File: src/rtl/gtlo_pkg.sv
`timescale 1ns / 1ps
// ----------------------------------------------------------------------------
// gtlo_pkg
// Shared types, constants and tables for the GPS to local offset unit.
// ----------------------------------------------------------------------------
package gtlo_pkg;

  // Default configuration of the cosine unit.
  localparam int unsigned COS_FRAC_BITS_DEF = 16;
  localparam int unsigned CORDIC_STEPS_DEF  = 18;

  // Request function codes.
  localparam logic [1:0] FUNC_CUR  = 2'd0;
  localparam logic [1:0] FUNC_TGT  = 2'd1;
  localparam logic [1:0] FUNC_TICK = 2'd2;

  // Configuration register indexes.
  localparam logic [1:0] CFG_RADIUS   = 2'd0;
  localparam logic [1:0] CFG_DEADBAND = 2'd1;

  localparam logic [22:0] RADIUS_RESET   = 23'd6371000;
  localparam logic [9:0]  DEADBAND_RESET = 10'd6;

  // Fixed-point constants.
  localparam logic [31:0] KQ_MM       = 32'd1965066036;  // pi/180 * 1e-4 * 2^50
  localparam logic [31:0] DEG_TO_RAD  = 32'd4024455254;  // 1e-7 deg to Q30 rad, 2^-31
  localparam logic signed [33:0] CORDIC_GAIN = 34'sd652032874;
  localparam logic [30:0] QUARTER_E7  = 31'd900000000;
  localparam logic [30:0] HALF_E7     = 31'd1800000000;

  // Width of the rounded offset magnitudes.
  localparam int unsigned MAG_W = 38;
  localparam int unsigned ACC_W = 88;

  // Micro-operation sequence over the shared multiplier.
  localparam logic [3:0] OP_ANGLE = 4'd0;
  localparam logic [3:0] OP_LAST  = 4'd8;

  typedef enum logic [2:0] {
    S_IDLE, S_LOAD, S_MUL, S_ACC, S_CORDIC, S_COS, S_FIN
  } state_e;

  typedef enum logic [2:0] {
    A_LAT, A_RAD, A_TLO, A_THI, A_E1LO, A_E1HI
  } a_sel_e;

  typedef enum logic [2:0] {
    B_DEG, B_DLAT, B_DLON, B_KQ, B_COS
  } b_sel_e;

  typedef enum logic [1:0] {
    RND_NONE, RND_31, RND_50, RND_F
  } rnd_e;

  typedef enum logic [2:0] {
    DST_NONE, DST_Z, DST_T, DST_N, DST_E1, DST_EM
  } dst_e;

  typedef struct packed {
    a_sel_e a;
    b_sel_e b;
    logic   clr;
    logic   hi;
    rnd_e   rnd;
    dst_e   dst;
  } op_desc_t;

  typedef struct packed {
    logic     take;
    logic     load;
    logic     mul_en;
    logic     acc_en;
    op_desc_t op;
    logic     cordic_step;
    logic [4:0] step;
    logic     cos_load;
    logic     out_load;
  } cmd_t;

  typedef struct packed {
    logic tick_go;
    logic out_free;
    logic pending;
  } stat_t;

  // Description of each multiply-accumulate step.
  function automatic op_desc_t op_desc(input logic [3:0] idx);
    op_desc_t d;
    d = '{a: A_LAT, b: B_DEG, clr: 1'b1, hi: 1'b0, rnd: RND_NONE, dst: DST_NONE};
    unique case (idx)
      4'd0: d = '{a: A_LAT,  b: B_DEG,  clr: 1'b1, hi: 1'b0, rnd: RND_31,   dst: DST_Z};
      4'd1: d = '{a: A_RAD,  b: B_DLAT, clr: 1'b1, hi: 1'b0, rnd: RND_NONE, dst: DST_T};
      4'd2: d = '{a: A_TLO,  b: B_KQ,   clr: 1'b1, hi: 1'b0, rnd: RND_50,   dst: DST_NONE};
      4'd3: d = '{a: A_THI,  b: B_KQ,   clr: 1'b0, hi: 1'b1, rnd: RND_NONE, dst: DST_N};
      4'd4: d = '{a: A_RAD,  b: B_DLON, clr: 1'b1, hi: 1'b0, rnd: RND_NONE, dst: DST_T};
      4'd5: d = '{a: A_TLO,  b: B_KQ,   clr: 1'b1, hi: 1'b0, rnd: RND_50,   dst: DST_NONE};
      4'd6: d = '{a: A_THI,  b: B_KQ,   clr: 1'b0, hi: 1'b1, rnd: RND_NONE, dst: DST_E1};
      4'd7: d = '{a: A_E1LO, b: B_COS,  clr: 1'b1, hi: 1'b0, rnd: RND_F,    dst: DST_NONE};
      4'd8: d = '{a: A_E1HI, b: B_COS,  clr: 1'b0, hi: 1'b1, rnd: RND_NONE, dst: DST_EM};
      default: d = '{a: A_LAT, b: B_DEG, clr: 1'b1, hi: 1'b0, rnd: RND_NONE, dst: DST_NONE};
    endcase
    return d;
  endfunction

  // Truncated Q30 arctangent table for the CORDIC rotation.
  function automatic logic [31:0] atan_q30(input logic [4:0] i);
    logic [31:0] v;
    v = 32'h0;
    unique case (i)
      5'd0:  v = 32'h3243F6A8;
      5'd1:  v = 32'h1DAC6705;
      5'd2:  v = 32'h0FADBAFC;
      5'd3:  v = 32'h07F56EA6;
      5'd4:  v = 32'h03FEAB76;
      5'd5:  v = 32'h01FFD55B;
      5'd6:  v = 32'h00FFFAAA;
      5'd7:  v = 32'h007FFF55;
      5'd8:  v = 32'h003FFFEA;
      5'd9:  v = 32'h001FFFFD;
      5'd10: v = 32'h000FFFFF;
      5'd11: v = 32'h0007FFFF;
      5'd12: v = 32'h0003FFFF;
      5'd13: v = 32'h0001FFFF;
      5'd14: v = 32'h0000FFFF;
      5'd15: v = 32'h00007FFF;
      5'd16: v = 32'h00003FFF;
      5'd17: v = 32'h00001FFF;
      5'd18: v = 32'h00000FFF;
      5'd19: v = 32'h000007FF;
      5'd20: v = 32'h000003FF;
      5'd21: v = 32'h000001FF;
      5'd22: v = 32'h000000FF;
      5'd23: v = 32'h0000007F;
      5'd24: v = 32'h0000003F;
      5'd25: v = 32'h0000001F;
      5'd26: v = 32'h0000000F;
      5'd27: v = 32'h00000008;
      5'd28: v = 32'h00000004;
      5'd29: v = 32'h00000002;
      5'd30: v = 32'h00000001;
      5'd31: v = 32'h00000000;
      default: v = 32'h0;
    endcase
    return v;
  endfunction

  // Saturate a magnitude with sign to the 36-bit signed range.
  function automatic logic [35:0] sat36(input logic [MAG_W-1:0] mag, input logic neg);
    logic big;
    logic [35:0] r;
    big = |mag[MAG_W-1:35];
    if (neg) begin
      r = big ? 36'h800000000 : (36'd0 - mag[35:0]);
    end else begin
      r = big ? 36'h7FFFFFFFF : mag[35:0];
    end
    return r;
  endfunction

endpackage

File: src/rtl/gtlo_ctrl.sv
`timescale 1ns / 1ps
// ----------------------------------------------------------------------------
// gtlo_ctrl
// Sequencer: walks an armed tick through angle, CORDIC and multiply steps.
// ----------------------------------------------------------------------------
module gtlo_ctrl #(
  parameter int unsigned CORDIC_STEPS = gtlo_pkg::CORDIC_STEPS_DEF
) (
  input  logic            clk_i,
  input  logic            rst_ni,
  input  gtlo_pkg::stat_t stat_i,
  output gtlo_pkg::cmd_t  cmd_o
);

  localparam logic [4:0] LAST_STEP = 5'(CORDIC_STEPS - 1);

  gtlo_pkg::state_e state_q, state_d;
  logic [3:0] op_q, op_d;
  logic [4:0] step_q, step_d;

  // State and counters.
  always_ff @(posedge clk_i or negedge rst_ni) begin
    if (!rst_ni) begin
      state_q <= gtlo_pkg::S_IDLE;
      op_q    <= '0;
      step_q  <= '0;
    end else begin
      state_q <= state_d;
      op_q    <= op_d;
      step_q  <= step_d;
    end
  end

  // Next state and commands.
  always_comb begin
    state_d = state_q;
    op_d    = op_q;
    step_d  = step_q;
    cmd_o   = '0;
    cmd_o.op   = gtlo_pkg::op_desc(op_q);
    cmd_o.step = step_q;
    unique case (state_q)
      gtlo_pkg::S_IDLE: begin
        cmd_o.take = 1'b1;
        if (stat_i.tick_go) begin
          state_d = gtlo_pkg::S_LOAD;
        end
      end
      gtlo_pkg::S_LOAD: begin
        cmd_o.load = 1'b1;
        op_d    = gtlo_pkg::OP_ANGLE;
        state_d = gtlo_pkg::S_MUL;
      end
      gtlo_pkg::S_MUL: begin
        cmd_o.mul_en = 1'b1;
        state_d = gtlo_pkg::S_ACC;
      end
      gtlo_pkg::S_ACC: begin
        cmd_o.acc_en = 1'b1;
        if (op_q == gtlo_pkg::OP_ANGLE) begin
          step_d  = '0;
          state_d = gtlo_pkg::S_CORDIC;
        end else if (op_q == gtlo_pkg::OP_LAST) begin
          state_d = gtlo_pkg::S_FIN;
        end else begin
          op_d    = op_q + 4'd1;
          state_d = gtlo_pkg::S_MUL;
        end
      end
      gtlo_pkg::S_CORDIC: begin
        cmd_o.cordic_step = 1'b1;
        if (step_q == LAST_STEP) begin
          state_d = gtlo_pkg::S_COS;
        end else begin
          step_d = step_q + 5'd1;
        end
      end
      gtlo_pkg::S_COS: begin
        cmd_o.cos_load = 1'b1;
        op_d    = op_q + 4'd1;
        state_d = gtlo_pkg::S_MUL;
      end
      gtlo_pkg::S_FIN: begin
        if (stat_i.out_free) begin
          cmd_o.out_load = 1'b1;
          state_d = gtlo_pkg::S_IDLE;
        end
      end
      default: state_d = gtlo_pkg::S_IDLE;
    endcase
  end

endmodule

File: config.mk
export PLATFORM = sky130hd
export DESIGN_NAME = gtlo_ctrl
export DESIGN_NICKNAME = d
export VERILOG_FILES = /design/src/rtl/gtlo_pkg.sv /design/src/rtl/gtlo_ctrl.sv
export SDC_FILE = /design/constraint.sdc
export NUM_CORES = 1
export LEC_CHECK = 0
export CAP_MARGIN = 20
export CORE_UTILIZATION = 35
export CTS_CLUSTER_DIAMETER = 200
export DETAILED_ROUTE_END_ITERATION = 6
export DONT_BUFFER_PORTS = 1
export GPL_TIMING_DRIVEN = 0
export REMOVE_ABC_BUFFERS = 1
export SYNTH_ARGS = -nofsm -noshare
export SYNTH_HDL_FRONTEND = slang
export SYNTH_SLANG_ARGS = --single-unit
File: constraint.sdc
create_clock -name clk_i -period 1.7 [get_ports clk_i]
set_input_delay 0.34 -clock clk_i [delete_from_list [all_inputs] [get_ports clk_i]]
set_output_delay 0.34 -clock clk_i [all_outputs]
set_load 0.02 [all_outputs]
==> flow_summary.toml, run 1 <==
[routing]
routed_wl_um = 2448
drt_iter0_drc = 13
wl_per_cell_um = 15.40
postRouteAntennaNets = 0
vias = 881
drc = 0
drtPass1Iterations = 4
viasPerCell = 5.541

[placement]
routabilityCongestion = 0.7426
pre_cts_ws_ps = -442.8
dp_hpwl_um = 1455
portBuffers = 0

[layout]
seqCellArea_um2 = 314.1
fin_nets = 144
fin_util_pct = 55.90
diodes = 0
fillCellCount = 218
most-common-layout-cells = "buf_4, nor2_1, nand3_1, a21oi_1, nand2_1"
final_common_cell = "buf_4"
multi_input_area_um2 = 785.8
drive_gt1_share_pct = 51.16
syn_to_final_growth_pct = 48.48

[grt]
grt-ovfl-total = 0
antenna_found_initial = 0
grt_pass1_vias = 751
top_usage_layer = "met2"
use_met2_pct = 27.98
grt_pass1_wl_um = 3422
grt_util_met3_pct = 2.825
grt_max_degree = 18
met1_usage_pct = 20.40
track_usage_pct = 16.62

[power]
sw_frac_of_total_pct = 47.94
power.density_nw_per_um2 = 1550
vdd_ir_drop_max_mv = 1.114
clock_power_share_pct = 10.5
pwr-share-seq_pct = 25.1
combPwrFrac_pct = 64.5
p_sw_mw = 1.047
p_leak_nw = 0.5880
internal_power_mw = 1.138

[floorplan]
start_util_pct = 37.65
die-area_um2 = 2926
fp.dieH_um = 54.09
core_area_um2 = 2522
io_pins = 30
die_width_um = 54.09
row_count = 18

[yosys]
yosysUniqueCellTypes = 32
ys_seq_elements = 12
syn_area_um2 = 949.7
yosysWarnings = 0
avgSynthCellArea_um2 = 8.556
synth_top_area_share_pct = 31.62
synth_seq_area_share_pct = 31.62
syn_inst = 111
synth_area_leader_cell = "dfrtp_1"
synth.area.top_cells = "dfrtp_1, ha_1, a21oi_1, nor2_1, nand2_1"

[sta]
skew_ps = 2.460
period_share_pct = 111.1
worst_pin_slew_ps = 562.4
finalMaxSlewViolations = 0
relSlewSlack_pct = 62.38
fin_setup_tns_ps = -1004
setup_viol = 10
rsz0062_at_grt = "true"
period_needed_ps = 1889
timing.final.hold_violations = 0
fmax_ghz = 0.5295
setup_slack_ps = -188.7

[critical_path]
start_kind = "flop"
crit_type = "reg -> out"
r2r_setup_slack_ps = 70
cp.arrival_ps = 1550
crit_required_ps = 1360
cp_max_fo = 5
cp-end-kind = "primary output"

[cts]
clk_pin_slew_ps = 80
cts_buffers = 3
clk_latency_ps = 270
cts_max_path_buffers = 2
root_buffer = "clkbuf_4"
clock-sinks = 12
htree_levels = 1
cts_tree = "built"

[job]
drv_cap = 0

[run_status]
status = "finished, violations left"
violations = "negative setup slack"

[min_path]
hp-class = "in -> reg"
[cell usage after synthesis]
| master | number |
|---|---|
| dfrtp_1 | 12 |
| nor2_1 | 12 |
| nand2_1 | 10 |
| a21oi_1 | 9 |
| ha_1 | 9 |
| o21ai_0 | 7 |
| nand3_1 | 6 |
| inv_1 | 5 |
| nand2b_1 | 4 |
| mux2i_1 | 3 |
| nand3b_1 | 3 |
| nor3_1 | 3 |
| a22o_1 | 2 |
| and2_1 | 2 |
| buf_2 | 2 |
| buf_4 | 2 |
| clkbuf_1 | 2 |
| nand4_1 | 2 |
| nor2b_1 | 2 |
| xor2_1 | 2 |
| a21o_1 | 1 |
| a221o_1 | 1 |
| a31oi_4 | 1 |
| and2b_1 | 1 |
| buf_6 | 1 |
| mux2_2 | 1 |
| nor3b_1 | 1 |
| nor3b_4 | 1 |
| nor4bb_1 | 1 |
| or2b_1 | 1 |
| or3_1 | 1 |
| xnor2_1 | 1 |
[registers in the layout, indices dropped and copies added (netlist names)]
signal / cells
step_q: 5
op_q: 4
state_q: 3
[critical path, cell delays in order (launching register included)]
cell	delay, ps
dfrtp_2	440
clkinv_4	110
ha_4	180
nand3b_1	170
o21ai_4	130
a21o_1	250
[power groups by stage]
stage / registers, mW / logic, mW / clock network, mW
finish: 0.547 / 1.41 / 0.229
global placement: 0.563 / 0.775 / 0
floorplan: 0.526 / 0.687 / 0
detailed placement: 0.575 / 0.796 / 0
global route: 0.564 / 1.52 / 0.243
CTS: 0.594 / 1.04 / 0.234
[layer usage]
layer / vias up / share of wire [%]
met2: 24 / 53
met1: 435 / 41
li1: 420 / -
met5: - / 0
met4: 0 / 0.57
met3: 2 / 5.0
[cell families (layout without fill, tap and decap cells)]
| kind of cell | after synthesis | count (layout) | synth area share [%] |
|---|---|---|---|
| AND/OR/NAND/NOR | 50 | 50 | 28.46 |
| AO/OA/AOI/OAI | 21 | 21 | 14.36 |
| flip-flops | 12 | 12 | 31.62 |
| buffers and inverters | 12 | 30 | 6.588 |
| adder cells (fa/ha/maj) | 9 | 9 | 11.86 |
| multiplexers | 4 | 4 | 4.348 |
| XOR/XNOR | 3 | 3 | 2.767 |
[area by class of cell]
| class | instances | share of cell area (%) |
|---|---|---|
| multi-input combinational | 87 | 55.72 |
| sequential | 12 | 22.27 |
| timing repair buffer | 21 | 15.08 |
| tap | 30 | 2.662 |
| clock buffer | 4 | 2.573 |
| inverter | 5 | 1.686 |
[repair_timing]
item                       in CTS  in global routing
buffers inserted                9                 11
hold endpoints to repair       12                  0
setup endpoints to repair      22                 21
resized for setup              31                 32
hold buffers                    1                  0
pin swaps                       7                  5
cloned                          0                  0
[stage by stage]
stage                     power, mW  std cells  area [um^2]  hold slack [ps]
after floorplan               1.213        104        905.9            44.41
after global placement        1.338        134        943.4            44.65
after detailed placement      1.370        134        943.4            44.65
after CTS                     1.868        148         1159            268.9
after global routing          2.323        159         1410            304.7
final                         2.185        159         1410            267.5
[path summary, 6_finish.rpt]
| path | from | to | cells after the start |
|---|---|---|---|
| hold / removal | stat_i[2] | state_q[0]$_DFFE_PN0P_ | 2 |
| hold reg to reg | state_q[0]$_DFFE_PN0P_ | state_q[0]$_DFFE_PN0P_ | 1 |
| setup reg to reg | op_q[0]$_DFFE_PN0P_ | op_q[3]$_DFFE_PN0P_ | 7 |
| setup / recovery | op_q[0]$_DFFE_PN0P_ | cmd_o[13] | 5 |
| max in group asynchronous | rst_ni | op_q[3]$_DFFE_PN0P_ | 1 |
| min in group asynchronous | rst_ni | step_q[2]$_DFFE_PN0P_ | 1 |
Power figures use the tool's default switching activity.
==> inputs of run 2 (changes only) <==
--- a/config.mk
+++ b/config.mk
@@ -6,6 +6,7 @@
 export NUM_CORES = 1
 export LEC_CHECK = 0
 export CAP_MARGIN = 20
+export CORE_MARGIN = 2
 export CORE_UTILIZATION = 35
 export CTS_CLUSTER_DIAMETER = 200
 export DETAILED_ROUTE_END_ITERATION = 6
==> constraint.sdc (replaced) <==
create_clock -name clk_i -period 1.69 [get_ports clk_i]
set_input_delay 0.338 -clock clk_i [delete_from_list [all_inputs] [get_ports clk_i]]
set_output_delay 0.338 -clock clk_i [all_outputs]
set_load 0.02 [all_outputs]
==> run 2 against run 1 <==
Net effect: the run still ends with negative setup slack left; critical endpoint is now cmd_o[9]; global-route usage shrank 1.3 points; wire length shrank 4.6%; final area shrank 8.3%; register-to-register slack lost 100 ps; clock power is essentially flat; cell count shrank 1.3%; sequential power grew 5.3%; largest cell class unchanged; clock skew grew 5.2 ps.
==> flow_summary.toml, run 2 (synthesis gave the netlist of run 1 again) <==
[sta]
rsz0062_at_grt = "true"
timing.final.hold_violations = 0
fmax_ghz = 0.5464
relSlewSlack_pct = 62.23
worst_pin_slew_ps = 564.7
skew_ps = 7.672
setup_viol = 13
period_needed_ps = 1830
fin_setup_tns_ps = -1148
setup_slack_ps = -140.0
finalMaxSlewViolations = 0
period_share_pct = 108.3

[critical_path]
cpMaxStageDelayCell = "dfrtp_2"
cp.arrival_ps = 1490
crit_family = "flip-flops"
cp-end-kind = "primary output"
path_cells = "inv_4 -> ha_4 -> buf_4 -> buf_6 -> mux2i_1 -> nor2_2"
max_stage_delay_ps = 460
crit_required_ps = 1350
worst-path-buf-inv = 3
cp_max_fo = 5
start_kind = "flop"
worstRegToRegCells = 8
crit_cells = 6
crit_type = "reg -> out"

[cts]
clk_pin_slew_ps = 80
clk_latency_ps = 270
htree_levels = 1
cts_tree = "built"
clock-sinks = 12
root_buffer = "clkbuf_4"
cts_max_path_buffers = 2
cts_buffers = 3

[floorplan]
fp.dieH_um = 56.09
die_width_um = 56.09
row_count = 18
io_pins = 30
start_util_pct = 37.65
die-area_um2 = 3146
core_area_um2 = 2522

[grt]
antenna_found_initial = 0
grt_pass1_vias = 797
grt_pass1_wl_um = 3788
grt-ovfl-total = 0
grt_max_degree = 18
track_usage_pct = 15.27

[min_path]
hp-class = "in -> reg"
hold-path-cell-count = 2

[placement]
routabilityCongestion = 0.7765
portBuffers = 0
pre_cts_ws_ps = -449.7
dp_hpwl_um = 1424

[routing]
drc = 0
viasPerCell = 5.420
wl_per_cell_um = 14.88
postRouteAntennaNets = 0
drt_iter0_drc = 57
routed_wl_um = 2336
vias = 851
drtPass1Iterations = 4

[layout]
regMostFlops = "step_q"
fillCellCount = 242
reg_top3 = "step_q: 5 flops, op_q: 4 flops, state_q: 3 flops"
seqCellArea_um2 = 311.5
syn_to_final_growth_pct = 36.10
final_common_cell = "buf_4"
diodes = 0
multi_input_area_um2 = 725.7
fin_util_pct = 51.24
largest_reg_flops = 5
drive_gt1_share_pct = 47.24
fin_nets = 142
most-common-layout-cells = "buf_4, nor2_1, nand2_1"

[power]
power.density_nw_per_um2 = 1663
p_leak_nw = 0.5489
finalPower_mw = 2.149
vdd_ir_drop_max_mv = 1.043

[run_status]
violations = "negative setup slack"
status = "finished, violations left"

[job]
drv_cap = 0
[run 2: worst paths after layout]
path	slack [ps]	to	start
min in group asynchronous	490	step_q[0]$_DFFE_PN0P_	rst_ni
max	-140	cmd_o[9]	op_q[0]$_DFFE_PN0P_
max reg2reg	-30	op_q[3]$_DFFE_PN0P_	op_q[0]$_DFFE_PN0P_
min	270	state_q[0]$_DFFE_PN0P_	stat_i[2]
min reg2reg	590	state_q[0]$_DFFE_PN0P_	state_q[0]$_DFFE_PN0P_
max in group asynchronous	770	op_q[3]$_DFFE_PN0P_	rst_ni
[run 2: repair_timing]
action | 4_1_cts | 5_1_grt
pin swaps | 6 | 6
hold buffers | 1 | 0
gates resized for setup | 29 | 20
setup buffers | 10 | 8
hold endpoints to repair | 12 | 0
setup endpoints to repair | 22 | 24
[run 2: layout make-up]
type                    count  area share, %
well taps                  30          2.904
flip-flops and latches     12          24.10
inverters                   5          1.646
clock buffers               4          2.807
multi-input cells          87          56.15
repair buffers             19          12.39
[run 2: metrics by stage]
stage                     hold slack [ps]  cells  area (um^2)
after floorplan                     42.41    104        905.9
after global placement              42.65    134        943.4
after detailed placement            42.66    134        943.4
after CTS                           258.7    149         1155
after global routing                266.6    157         1292
final                               265.5    157         1292
[run 2: per-layer routing]
metal  up-vias  global-route usage (%)  routed length, um
met4         0                   5.102                 42
li1        408                       -                  -
met5         -                       0                  0
met3         4                   6.512                146
met2        34                   26.05               1235
met1       405                   16.97                912
[run 2: worst register-to-register path, stage by stage (launching register included)]
cell and delay, ps:
dfrtp_2 460, inv_4 110, ha_4 140, buf_4 110, buf_6 100, nand2b_4 60, a31oi_4 250, nor2_4 70
a221o_1 300
[run 2: power breakdown]
part / leakage (nW) / internal (mW) / switching (mW) / total, mW
sequential: 0.150 / 0.370 / 0.206 / 0.576
clock: 0.0210 / 0.131 / 0.0983 / 0.229
combinational: 0.378 / 0.618 / 0.726 / 1.34
total: 0.549 / 1.12 / 1.03 / 2.15
